===== src/design/lrk_pkg.sv =====
package lrk_pkg;

    // Input item: load a point or evaluate one kernel entry
    typedef struct packed {
        logic               op;
        logic [11:0]        first_index;
        logic [11:0]        second_index;
        logic signed [31:0] point_x;
        logic signed [31:0] point_y;
    } in_item_t;

    // Result item
    typedef struct packed {
        logic signed [31:0] kernel_value;
        logic [1:0]         region;
    } out_item_t;

    // Operation codes
    localparam logic OP_LOAD = 1'b0;
    localparam logic OP_EVAL = 1'b1;

    // Region codes
    localparam logic [1:0] REGION_ZERO  = 2'd0;
    localparam logic [1:0] REGION_INNER = 2'd1;
    localparam logic [1:0] REGION_OUTER = 2'd2;

    // ln 2 with 32 fraction bits
    localparam logic [31:0] LN2_Q32 = 32'd2977044472;

    // Squared radius after reset (radius 1.0 in Q16.16)
    localparam logic [61:0] A2_RESET = 62'h1_0000_0000;

    // Number of log fraction bits, one iteration stage each
    localparam int unsigned ITER_COUNT = 32;

    // State carried through the iteration stages
    typedef struct packed {
        logic [31:0] mant;      // Q1.31 mantissa under repeated squaring
        logic [31:0] frac;      // log2 fraction bits so far
        logic [61:0] rem;       // division remainder
        logic [31:0] quot;      // R2 / radius^2 quotient bits so far
        logic [6:0]  lead;      // integer part of log2 of raw R2
        logic        zero;      // R2 is zero
        logic        inner;     // R2 below radius^2
    } iter_t;

endpackage


===== src/design/lrk_iter.sv =====
module lrk_iter (
    input  logic           clk,
    input  logic           rst_n,
    input  logic           in_valid,
    output logic           up_ready,
    input  lrk_pkg::iter_t in_data,
    input  logic [61:0]    a2,
    output logic           out_valid,
    input  logic           down_ready,
    output lrk_pkg::iter_t out_data
);
    import lrk_pkg::*;

    logic        valid_reg;
    iter_t       data_reg, data_next;
    logic [63:0] sq;
    logic [62:0] rem_sh;
    logic        carry, ge;

    assign up_ready = !valid_reg || down_ready;

    // One log2 fraction bit by squaring, one quotient bit by restoring division
    always_comb
    begin
        sq     = 64'(in_data.mant) * 64'(in_data.mant);
        carry  = sq[63];
        rem_sh = {in_data.rem, 1'b0};
        ge     = rem_sh >= {1'b0, a2};
        data_next       = in_data;
        data_next.mant  = carry ? sq[63:32] : sq[62:31];
        data_next.frac  = {in_data.frac[30:0], carry};
        data_next.rem   = ge ? 62'(rem_sh - {1'b0, a2}) : rem_sh[61:0];
        data_next.quot  = {in_data.quot[30:0], ge};
    end

    always_ff @(posedge clk or negedge rst_n)
    begin
        if (!rst_n)
        begin
            valid_reg <= 1'b0;
        end
        else if (up_ready)
        begin
            valid_reg <= in_valid;
        end
    end

    always_ff @(posedge clk)
    begin
        if (up_ready)
        begin
            data_reg <= data_next;
        end
    end

    assign out_valid = valid_reg;
    assign out_data  = data_reg;

endmodule


===== config.mk =====
export PLATFORM = sky130hd
export DESIGN_NAME = lrk_iter
export DESIGN_NICKNAME = d
export VERILOG_FILES = /design/src/design/lrk_pkg.sv /design/src/design/lrk_iter.sv
export SDC_FILE = /design/constraint.sdc
export NUM_CORES = 2
export LEC_CHECK = 0
export BUFFER_PORTS_ARGS = -buffer_cell sky130_fd_sc_hd__buf_2
export CORE_MARGIN = 4
export CORE_UTILIZATION = 43
export CTS_BUF_LIST = sky130_fd_sc_hd__clkbuf_2
export DETAILED_ROUTE_END_ITERATION = 8
export PLACE_DENSITY = 0.64
export SLEW_MARGIN = 20
export SYNTH_ARGS = -nofsm -noshare
export SYNTH_HDL_FRONTEND = slang
export SYNTH_SLANG_ARGS = --single-unit

===== constraint.sdc =====
create_clock -name clk -period 10 [get_ports clk]
set_input_delay 1 -clock clk [delete_from_list [all_inputs] [get_ports clk]]
set_output_delay 1 -clock clk [all_outputs]
set_load 0.02 [all_outputs]

[After elaboration in Yosys (flattened, before gate mapping)]
Index checks and enable logic that the tools add are counted.
Storage, ports and cells
  register bits after elaboration: 168
  bits of input ports: 233
  output and inout port bits: 169
  word-level logic and storage cells: 17
Cells by class
  $add $sub $neg: 1
  multiply operators: 1
  magnitude comparators: 1
  multiplexer cells: 2
  reductions and logical operators: 2
Operators by type and width (count)
  32-bit by 32-bit multiplier with 64-bit output: 1
  63-bit by 62-bit >= comparator with 1-bit output: 1
  62-bit 2-to-1 mux: 1
  62-bit subtractor: 1
  31-bit 2-to-1 mux: 1
  1-bit logical NOT: 1
  1-bit logical OR: 1

[Depth between registers and ports, before layout]
  word-level depth: 2
  gate-level depth with buffers: 33
  mapped depth without buffers: 31

[Worst setup path before layout]
OpenSTA, ideal clock, no wires.
  kind: input port to flip-flop
  from: in in_data[161] (netlist bit)
  to: reg data_reg (netlist bit out_data[141]), data pin
  setup time: 0.260 ns
  arrival: 8.309 ns
  required time: 9.740 ns
  setup slack: 1.431 ns
  stages: 29
  path buffers: 4
  cell sequence: clkbuf_1 clkbuf_1 nand2_1 fa_1 inv_1 fa_1 fa_1 inv_1 fa_1 inv_1 fa_1 fa_1 fa_1 inv_1 fa_1 inv_1 ha_1 clkbuf_1 nand2_1 or3_1 nor2_1 and3_1 o31ai_1 nand3_1 a31o_2 mux2i_1 nor2_2 buf_2 mux2_2
RTL lines
  start: declaration: RTL line lrk_iter.sv:6  | input lrk_pkg::iter_t in_data,
  end signal: assignment: RTL line lrk_iter.sv:52  | data_reg <= data_next;
  end: declaration: RTL line lrk_iter.sv:15  | iter_t data_reg, data_next;

==> out/metrics.csv <==
stage,metric,value,unit
cells_and_area,final_cell_mix,"inv_1, fa_1, buf_2",
cells_and_area,final_common_cell,inv_1,
cells_and_area,drive_gt1_share,13.3,%
setup_path,cp.required,10640,ps
min_path,min_from,in_data[17],
clocking,htreeDepth,4,
clocking,cts_tree,yes,
setup_path,ff2ff_path_depth,2,
global_route,grt_start_max_net_pins,77,
placement,portBuffers,399,
routing,drt_wl_total,114,mm
clocking,clockRootBuffer,clkbuf_2,
sta,maxSlewHeadroom,31.0,%
synthesis,synth_fp_nets,5449,
synthesis,synth-async-reset-ratio,0.595,%
setup_path,rr_endpoint,out_data[61]$_DFFE_PP_,
synthesis,syn_avg_cell_area,9.58,um2
cells_and_area,synthToLayoutAreaGrowth,10.3,%
cells_and_area,multi_input_area,29200,um2
sta,hold_violations,0,
clocking,cts_sinks,168,
setup_path,timing.rr.start,out_valid$_DFFE_PN0P_,
sta,post-route-period-util,85.9,%
global_route,grt_pass1_wl,177,mm
routing,drc_errors,0,
min_path,worstHoldPathCells,1,
global_route,grt_pass1_vias,30800,
synthesis,synth_flop_cell,edfxtp_1,
sta,worst_pin_slew,1030,ps
floorplan,die_h,309,um
synthesis,netlist_instances,4062,
sta,fmax,0.116,GHz
cells_and_area,final_nets,5812,
min_path,hold_class,input port to flip-flop,
routing,wire_per_inst,20.2,um
status,outcome,"finished, final reports clean",
synthesis,ys_seq_area_share,12.9,%
sta,whs,233,ps
routing,viasPerCell,5.12,
clocking,cts_resized,0,
floorplan,die-area,95400,um2
floorplan,dieWidth,309,um
setup_path,cp_max_fo,33,
floorplan,core_area,89900,um2
setup_path,cp.arrival,9230,ps
floorplan,initial_core_util,43.3,%
clocking,cts_made_buffers,17,
cells_and_area,register_area,5040,um2
flow_run,maxCapViolCount,0,
setup_path,path_class,input port to flip-flop,
clocking,clk_pin_slew,370,ps
routing,drtAntennaViolNets,0,
sta,setup_tns,0,ps
global_route,antenna_found_initial,25,
routing,vias,28800,
min_path,hold-path-endpoint,out_data[18]$_DFFE_PP_,
floorplan,num_rows,110,
setup_path,crit_path_end_kind,flip-flop,
clocking,clk_latency,900,ps
sta,fin_skew,52.0,ps
synthesis,synth_edf_count,167,
routing,detail_route.first_pass.iterations,8,
sta,slew_violations,0,
sta,rsz0062_at_grt,false,
setup_path,r2r_slack,7880,ps
global_route,grt.overflow.total,0,
sta,finalCriticalPeriod,8590,ps
setup_path,startpoint_type,input port,
synthesis,ys_types,65,
routing,dr.first_iter.drc_count,1959,
global_route,track_usage,24.2,%
synthesis,synth-seq-cells,168,
sta,setup_violations,0,
cells_and_area,nFillCells,8588,
synthesis,netlist_area,38900,um2
synthesis,ys_warn_count,0,
clocking,clockBufferDepth,2,
floorplan,ioPinCount,402,
placement,gp_congestion,0.934,
placement,dp_hpwl,95.7,mm
==> worst max-delay path: stages <==
cell	delay (ps)
buf_2	700
nand2_1	260
fa_1	600
inv_1	100
fa_1	490
inv_1	60
fa_1	470
fa_1	550
inv_1	60
fa_1	460
fa_1	470
fa_1	540
fa_1	420
ha_1	420
nand3_1	140
nor3_1	260
nand4_1	190
nor3b_1	380
o31ai_1	150
buf_4	180
nand3_1	160
a31o_2	210
mux2i_1	110
nor2_4	240
buf_12	210
mux2_2	350
==> through the flow <==
stage,area (um2),setup WS (ps),util (%),instances
finish,42900,1410,47.8,5625
CTS,42900,1630,47.8,5614
global route,42900,1210,47.8,5624
global placement,42600,665,47.4,5581
detailed placement,42600,617,47.4,5581
floorplan,38900,1430,-,4062
==> layer usage <==
metal | global-route usage (%) | wire (um) | vias to the layer above
li1 | - | - | 13100
met1 | 33.1 | 48500 | 14600
met2 | 40.4 | 54800 | 877
met3 | 3.55 | 7030 | 190
met4 | 6.90 | 3340 | 0
met5 | 0 | 0 | -
==> state kept, by name, indices dropped and copies added (netlist names) <==
signal	count
out_data	167
out_valid	1
==> timing repair <==
item | in CTS | in global routing
buffers inserted | 0 | 0
hold buffers | 1 | 0
hold endpoints to repair | 1 | 0
==> worst max path at each step <==
stage	startpoint	endpoint	slack, ps
after floorplan	in_data[161]	out_data[141]$_DFFE_PP_	1430
after global placement	in_data[151]	out_data[140]$_DFFE_PP_	670
after detailed placement	in_data[148]	out_data[135]$_DFFE_PP_	620
after CTS	in_data[148]	out_data[140]$_DFFE_PP_	1630
after global routing	in_data[151]	out_data[160]$_DFFE_PP_	1210
final	in_data[148]	out_data[140]$_DFFE_PP_	1410
==> cell families (layout without fill, tap and decap cells) <==
group / Yosys count / after routing / share of synthesized area [%]
other: 0 / 11 / 0
DFF: 168 / 168 / 12.9
buffers and inverters: 1239 / 1615 / 12.0
and+or+nand+nor: 861 / 861 / 10.8
adders and majority gates: 1154 / 1154 / 52.4
AOI/OAI and AO/OA: 467 / 467 / 7.73
xor gates and xnor gates: 128 / 128 / 2.88
muxes: 45 / 45 / 1.28
==> area by class of cell <==
class | count | share of cell area (%)
sequential | 168 | 11.7
timing repair buffer | 495 | 6.54
clock buffer | 17 | 0.198
multi-input combinational | 2655 | 68.0
antenna | 11 | 0.0641
inverter | 1088 | 9.51
tap | 1176 | 3.43
clock inverter | 15 | 0.487
==> Yosys cell counts, types with 5 or more instances <==
master	count	area, um2
nor2_1	137	514
or3_1	9	56.3
fa_1	792	15900
mux2_2	35	394
o22ai_1	8	50.1
a221oi_1	5	43.8
a211oi_1	15	113
nand3_1	26	130
xor2_1	59	517
edfxtp_1	167	5010
a21o_1	87	653
mux2i_1	8	80.1
ha_1	362	4530
a31oi_1	20	125
and4_1	9	78.8
o31a_1	7	61.3
inv_1	1086	4080
a21oi_1	158	791
nand4_1	33	206
xnor2_1	69	604
and2_1	238	1490
o21bai_1	21	158
nor2b_1	17	106
o21a_1	17	128
nand2b_1	12	75.1
or2_2	8	50.1
nor3_1	19	95.1
a211o_1	5	43.8
a31o_2	12	105
and3_1	15	93.8
a41oi_1	6	52.6
nand2_1	328	1230
o21ai_0	68	340
clkbuf_1	130	488
buf_2	14	70.1
Power is not shown: default switching activity piles up to over one toggle a cycle in this logic, so the estimate is an artifact.
