File: src/design/lrk_pkg.sv
package lrk_pkg;

    // Input item: load a point or evaluate one kernel entry
    typedef struct packed {
        logic               op;
        logic [11:0]        first_index;
        logic [11:0]        second_index;
        logic signed [31:0] point_x;
        logic signed [31:0] point_y;
    } in_item_t;

    // Result item
    typedef struct packed {
        logic signed [31:0] kernel_value;
        logic [1:0]         region;
    } out_item_t;

    // Operation codes
    localparam logic OP_LOAD = 1'b0;
    localparam logic OP_EVAL = 1'b1;

    // Region codes
    localparam logic [1:0] REGION_ZERO  = 2'd0;
    localparam logic [1:0] REGION_INNER = 2'd1;
    localparam logic [1:0] REGION_OUTER = 2'd2;

    // ln 2 with 32 fraction bits
    localparam logic [31:0] LN2_Q32 = 32'd2977044472;

    // Squared radius after reset (radius 1.0 in Q16.16)
    localparam logic [61:0] A2_RESET = 62'h1_0000_0000;

    // Number of log fraction bits, one iteration stage each
    localparam int unsigned ITER_COUNT = 32;

    // State carried through the iteration stages
    typedef struct packed {
        logic [31:0] mant;      // Q1.31 mantissa under repeated squaring
        logic [31:0] frac;      // log2 fraction bits so far
        logic [61:0] rem;       // division remainder
        logic [31:0] quot;      // R2 / radius^2 quotient bits so far
        logic [6:0]  lead;      // integer part of log2 of raw R2
        logic        zero;      // R2 is zero
        logic        inner;     // R2 below radius^2
    } iter_t;

endpackage

File: src/design/lrk_tail.sv
module lrk_tail (
    input  logic             clk,
    input  logic             rst_n,
    input  logic             in_valid,
    output logic             up_ready,
    input  lrk_pkg::iter_t   in_data,
    output logic             out_valid,
    input  logic             out_stall,
    output lrk_pkg::out_item_t out_item
);
    import lrk_pkg::*;

    // Flags that ride along with every stage
    typedef struct packed {
        logic zero;
        logic inner;
        logic neg;
    } flag_t;

    logic        rdy1, rdy2, rdy3, rdy4, rdy5;
    logic        v1_reg, v2_reg, v3_reg, v4_reg, v5_reg;
    flag_t       f1_next, f1_reg, f2_reg, f3_reg, f4_reg;
    logic [38:0] log_raw, mag_l;
    logic [5:0]  mi_reg;
    logic [31:0] mf_reg;
    logic [31:0] q1_reg, q2_reg, q3_reg;
    logic [63:0] pf_prod, plo_prod;
    logic [31:0] pf_reg, plo_reg;
    logic [37:0] pi_reg, ln_reg, ln4_reg, phi_reg;
    logic [38:0] t_sum;
    logic [31:0] mag_o, val_o;
    out_item_t   out_next, out_reg;

    assign rdy5     = !v5_reg || !out_stall;
    assign rdy4     = !v4_reg || rdy5;
    assign rdy3     = !v3_reg || rdy4;
    assign rdy2     = !v2_reg || rdy3;
    assign rdy1     = !v1_reg || rdy2;
    assign up_ready = rdy1;

    // |log2(R2)|: raw log2 less 32, sign kept apart
    always_comb
    begin
        log_raw       = {in_data.lead, in_data.frac};
        f1_next.zero  = in_data.zero;
        f1_next.inner = in_data.inner;
        f1_next.neg   = in_data.lead < 7'd32;
        mag_l = f1_next.neg ? ({7'd32, 32'd0} - log_raw) : (log_raw - {7'd32, 32'd0});
    end

    // ln magnitude parts and inner products
    assign pf_prod  = 64'(mf_reg) * 64'(LN2_Q32);
    assign plo_prod = 64'(q3_reg) * 64'(ln_reg[31:0]);

    // Final scale; magnitude stays below 2^21, so the Q16.16 result needs no clamp
    always_comb
    begin
        t_sum = 39'(phi_reg) + 39'(plo_reg);
        mag_o = f4_reg.inner ? 32'(t_sum[38:17]) : 32'(ln4_reg[37:17]);
        val_o = f4_reg.neg ? (32'd0 - mag_o) : mag_o;
        if (f4_reg.zero)
        begin
            out_next.kernel_value = 32'sd0;
            out_next.region       = REGION_ZERO;
        end
        else
        begin
            out_next.kernel_value = val_o;
            out_next.region       = f4_reg.inner ? REGION_INNER : REGION_OUTER;
        end
    end

    always_ff @(posedge clk or negedge rst_n)
    begin
        if (!rst_n)
        begin
            v1_reg <= 1'b0;
            v2_reg <= 1'b0;
            v3_reg <= 1'b0;
            v4_reg <= 1'b0;
            v5_reg <= 1'b0;
        end
        else
        begin
            if (rdy1) v1_reg <= in_valid;
            if (rdy2) v2_reg <= v1_reg;
            if (rdy3) v3_reg <= v2_reg;
            if (rdy4) v4_reg <= v3_reg;
            if (rdy5) v5_reg <= v4_reg;
        end
    end

    always_ff @(posedge clk)
    begin
        if (rdy1)
        begin
            mi_reg <= mag_l[37:32];
            mf_reg <= mag_l[31:0];
            q1_reg <= in_data.quot;
            f1_reg <= f1_next;
        end
        if (rdy2)
        begin
            pf_reg <= pf_prod[63:32];
            pi_reg <= 38'(mi_reg) * 38'(LN2_Q32);
            q2_reg <= q1_reg;
            f2_reg <= f1_reg;
        end
        if (rdy3)
        begin
            ln_reg <= pi_reg + 38'(pf_reg);
            q3_reg <= q2_reg;
            f3_reg <= f2_reg;
        end
        if (rdy4)
        begin
            plo_reg <= plo_prod[63:32];
            phi_reg <= 38'(q3_reg) * 38'(ln_reg[37:32]);
            ln4_reg <= ln_reg;
            f4_reg  <= f3_reg;
        end
        if (rdy5)
        begin
            out_reg <= out_next;
        end
    end

    assign out_valid = v5_reg;
    assign out_item  = out_reg;

endmodule

File: config.mk
export PLATFORM = sky130hd
export DESIGN_NAME = lrk_tail
export DESIGN_NICKNAME = d
export VERILOG_FILES = /design/src/design/lrk_pkg.sv /design/src/design/lrk_tail.sv
export SDC_FILE = /design/constraint.sdc
export NUM_CORES = 2
export LEC_CHECK = 0
export BUFFER_PORTS_ARGS = -buffer_cell sky130_fd_sc_hd__buf_2
export CAP_MARGIN = 25
export CORE_UTILIZATION = 45
export CTS_CLUSTER_SIZE = 40
export DETAILED_ROUTE_END_ITERATION = 8
export GPL_ROUTABILITY_DRIVEN = 0
export PLACE_DENSITY = 0.62
export SYNTH_ARGS = -nofsm -noshare
export SYNTH_HDL_FRONTEND = slang
export SYNTH_SLANG_ARGS = --single-unit
File: constraint.sdc
create_clock -name clk -period 21.8 [get_ports clk]
set_clock_uncertainty 0.05 [all_clocks]
set_input_delay 2.18 -clock clk [delete_from_list [all_inputs] [get_ports clk]]
set_output_delay 2.18 -clock clk [all_outputs]
set_load 0.02 [all_outputs]
=== After elaboration in Yosys (flattened, before gate mapping) ===
Cells that the tools add are included.

* Magnitude comparators: 1
* Muxes and demuxes: 4
* Multipliers: 4
* Reduce and logical (&&, ||, !) cells: 11
* $add $sub $neg: 5

{| class="wikitable"
|+ Operator list
! operator !! number
|-
| $mul A32 B32 Y64 || 1
|-
| $mul A32 B29 Y61 const B || 1
|-
| $add A38 B32 Y39 || 1
|-
| $add A38 B32 Y38 || 1
|-
| $mul A32 B6 Y38 || 1
|-
| $mux W38 || 1
|-
| $sub A38 B38 Y38 const A || 1
|-
| $sub A38 B38 Y38 const B || 1
|-
| $mul A6 B29 Y35 const B || 1
|-
| $mux W32 || 1
|-
| $sub A1 B22 Y23 const A || 1
|-
| $mux W22 || 1
|-
| $lt A7 B6 Y1 const B || 1
|-
| $logic_not A1 Y1 || 6
|-
| $logic_or A1 B1 Y1 || 5
|-
| $mux W2 || 1
|}

* Word-level logic and storage cells: 55
* Bits of input ports: 171
* Register bits after elaboration: 398
* Output and inout bits: 36

=== Logic depth before layout (Yosys ltp) ===
* Word-level depth: 6
* Depth in mapped cells: 31
* Depth with buffers taken out: 29

=== Worst setup path after synthesis ===
OpenSTA, ideal clock, no wires.

* Path kind: register -> register
* Start point: reg q3_reg[12]
* End point: reg plo_reg[30], data pin
* Cell stages (with the launch flop): 30
* Buffers on the path: 2
* Period minus slack after synthesis: 7.850 ns
* Required time: 21.488 ns
* Setup slack: 13.950 ns
* Arrival time: 7.538 ns
* Library setup time: 0.262 ns
* Cell sequence: edfxtp_1 > clkbuf_1 > clkbuf_1 > and2_1 > fa_1 > fa_1 > fa_1 > inv_1 > fa_1 > inv_1 > fa_1 > inv_1 > fa_1 > inv_1 > fa_1 > inv_1 > fa_1 > inv_1 > ha_1 > nor4_1 > nor3_1 > a2111oi_0 > o21ai_1 > o211ai_1 > o21ai_1 > a2111oi_1 > o31ai_1 > a21oi_1 > o21ai_1 > xor2_1

* Longest elaborated chain between the ends: 1

{| class="wikitable"
|+ RTL lines
! item !! line !! source
|-
| start, declared || lrk_tail.sv:26 || <nowiki>logic [31:0] q1_reg, q2_reg, q3_reg;</nowiki>
|-
| start signal, assigned || lrk_tail.sv:112 || <nowiki>q3_reg <= q2_reg;</nowiki>
|-
| $mul A32 B32 Y64 || lrk_tail.sv:53 || <nowiki>assign plo_prod = 64'(q3_reg) * 64'(ln_reg[31:0]);</nowiki>
|-
| named net plo_prod[62] || lrk_tail.sv:27 || <nowiki>logic [63:0] pf_prod, plo_prod;</nowiki>
|-
| end signal, assigned || lrk_tail.sv:117 || <nowiki>plo_reg <= plo_prod[63:32];</nowiki>
|-
| end, declared || lrk_tail.sv:28 || <nowiki>logic [31:0] pf_reg, plo_reg;</nowiki>
|}

The timed path passes the listed nets, and every way through them passes these cells.
A chain may end at the register's enable or synchronous reset.

=== Worst setup path in the final report ===
* Start point: reg q3_reg[13]
* End point: reg plo_reg[29], data pin

Same word-level chain as after synthesis.

==> out/qor.csv <==
stage;metric;value;unit
timing;rsz0062_at_grt;no;
cts;tritoncts;yes;
floorplanning;row_count;146;
cts;h-tree-depth;2;
timing;slew_headroom;0.356;
cts;cts_hold_repair.buffers;0;
floorplanning;io_pins;207;
global_route;grt_usage;0.228;
setup_path;crit_arrival;9.63;ns
setup_path;worstPathCellList;buf_4 > and2_1 > fa_1 > fa_1 > inv_1 > fa_1 > fa_1 > inv_1 > fa_1 > fa_1 > fa_1 > fa_1 > ha_1 > o21ai_0 > o211a_1 > o31ai_1 > a211oi_1 > o31ai_1 > a21oi_1 > o311ai_1 > a21o_1 > a21oi_1 > xnor2_1;
cts;worstSkewPairLatency;0.66;ns
cts;clk_pin_slew;0.06;ns
setup_path;slowest_delay;0.81;ns
cts;clockBufferDepth;3;
setup_path;crit_required;22.16;ns
detailed_routing;routed_wl;179000;µm
status;outcome;finished, final reports clean;
setup_path;worst_setup_path_end_kind;register;
timing;timing.final.ws_setup;12.53;ns
synth;synth_cell_type_count;95;
placement;dpl.hpwl;138000;µm
synth;yosys-top-cells-area;fa_1 (39%), edfxtp_1 (15%), ha_1 (13%), inv_1 (8.8%), and2_1 (5.8%);
synth;ys_seq_area_frac;0.155;
setup_path;regToRegSetupSlack;12.53;ns
timing;layout_min_cycle_time;9.27;ns
setup_path;crit_slowest_cell;o31ai_1;
detailed_routing;wl_met3;9630;µm
detailed_routing;post_drt_wl_per_cell;19.2;µm
cts;cts_buffers;46;
global_route;grt_pass1_wl;289000;µm
synth;synthArstFlopShare;0.0134;
timing;worst_pin_slew;0.967;ns
floorplanning;coreArea;0.159;mm²
global_route;antenna_found_initial;9;
run;cap_violations;0;
timing;hold_viol;0;
synth;ys_ff_latch;372;
cts;cts_root_buffer;clkbuf_16;
synth;synth_edf_count;367;
cts;clkSinkCount;372;
global_route;overflow;0;
detailed_routing;post_drt_via_cell_ratio;5.26;
synth;synth_top_area_frac;0.391;
timing;fin_setup_tns;0;ns
timing;fmax;108;MHz
cells_and_area;areaGrowthSynthToFinish;5.89;%
global_route;grt_pass1_vias;53200;
timing;finalCritPeriodShare;0.425;
synth;synth_warnings;0;
detailed_routing;wl_met1;75400;µm
timing;whs;0.346;ns
detailed_routing;drt-pass1-iter-count;6;
synth;syn_area_per_cell;9.96;µm²
cells_and_area;final_cell_mix;inv_1 (1685), fa_1 (1406), ha_1 (764);
setup_path;cp_max_fo;38;
setup_path;start_kind;register;
timing;finalSetupViolCount;0;
detailed_routing;drc;0;
placement;preCtsSetupSlack;12.59;ns
synth;synth_area;0.0720;mm²
setup_path;critPathKind;reg -> reg;
detailed_routing;wl_met2;89600;µm
timing;drv_slew;0;
placement;io_buffers;112;
floorplanning;die-width;402;µm
detailed_routing;highest_layer;met4;
floorplanning;die_h;402;µm
synth;synthFlopType;edfxtp_1;
synth;yosysTopAreaCell;fa_1;
hold_path;worstHoldPathType;reg -> reg;
cts;cts_resized;0;
cells_and_area;nets;9526;
detailed_routing;dr_total_vias;48900;
detailed_routing;drtIter0Drc;2890;
detailed_routing;drtAntennaViolNets;0;
cells_and_area;post-route-util;0.481;
floorplanning;dieArea;0.162;mm²
cts;post-cts-setup-buffer-count;0;
cells_and_area;fillers;14700;
global_route;grt_max_degree;66;
floorplanning;initial_utilization;0.454;
synth;syn-instance-count;7229;
cells_and_area;drive_gt1_frac;0.0434;
synth;syn_nets;9570;
setup_path;crit_path_frequent_cell;fa_1;
cells_and_area;layout_commonest_cell;inv_1;
==> worst max-delay path: cells and delay by family, from the launching register on <==
family,cells,cell delay [ns]
AOI/OAI and AO/OA,9,3.31
DFF,1,0.33
adders and majority gates,9,4.30
xor gates and xnor gates,1,0.13
and+or+nand+nor,1,0.25
buffers and inverters,3,0.66
==> synth_stat cells, types with 7 or more instances <==
cell type	instances
inv_1	1686
fa_1	1406
ha_1	764
nand2_1	684
and2_1	673
edfxtp_1	367
clkbuf_1	264
a21oi_1	209
nor2_1	146
xnor2_1	144
o21ai_0	106
a21o_1	93
nand3_1	72
xor2_1	62
nor3_1	49
nand4_1	37
nand2b_1	33
o21a_1	30
and3_1	26
a31oi_1	25
a211oi_1	22
o31ai_1	22
o211ai_1	19
or3_1	18
nor2b_1	16
o21bai_1	16
a211o_1	13
a2111oi_0	10
mux2i_1	10
a221oi_1	9
and4_1	9
buf_4	9
nor4_1	9
o31a_1	8
o2111ai_1	7
o311ai_0	7
or2_2	7
==> layer usage <==
metal / vias to the layer above / track usage
met5: - / 0
met4: 0 / 0.0546
met3: 235 / 0.0258
met2: 1313 / 0.399
met1: 25200 / 0.300
li1: 22200 / -
==> layout make-up <==
cell class | count | area, µm² | area share
multi-input combinational | 4885 | 53400 | 0.701
sequential | 372 | 11100 | 0.146
inverter | 1687 | 6330 | 0.0831
tap | 2072 | 2590 | 0.0340
timing repair buffer | 193 | 1190 | 0.0156
clock buffer | 52 | 1170 | 0.0154
clock inverter | 31 | 372 | 0.00487
antenna | 3 | 7.51 | 0.0000984
==> final timing paths <==
check	to	cells after the start	from
min in group asynchronous	v3_reg	1	rst_n
max	plo_reg[29]	23	q3_reg[13]
min reg2reg	ln_reg[2]	0	pf_reg[2]
max reg2reg	plo_reg[29]	23	q3_reg[13]
min	ln_reg[2]	0	pf_reg[2]
max in group asynchronous	v1_reg	1	rst_n
==> stage by stage <==
step                cell area, µm²  std cells
global route                 76200       9292
finish                       76300       9295
CTS                          76200       9291
detailed placement           74700       9208
floorplan                    72000       7229
global placement             74700       9208
==> cell families (layout without fill, tap and decap cells) <==
| group | count (synthesis) | in the layout | synth area share |
|---|---|---|---|
| mux | 11 | 11 | 0.00155 |
| fa+ha+maj | 2170 | 2170 | 0.524 |
| compound gates | 679 | 679 | 0.0626 |
| buf+inv | 1972 | 1963 | 0.103 |
| simple gates | 1819 | 1819 | 0.129 |
| xor+xnor | 206 | 206 | 0.0251 |
| other cells | 0 | 3 | 0 |
| flops | 372 | 372 | 0.155 |
Power is not shown: default switching activity piles up to over one toggle a cycle in this logic, so the estimate is an artifact.
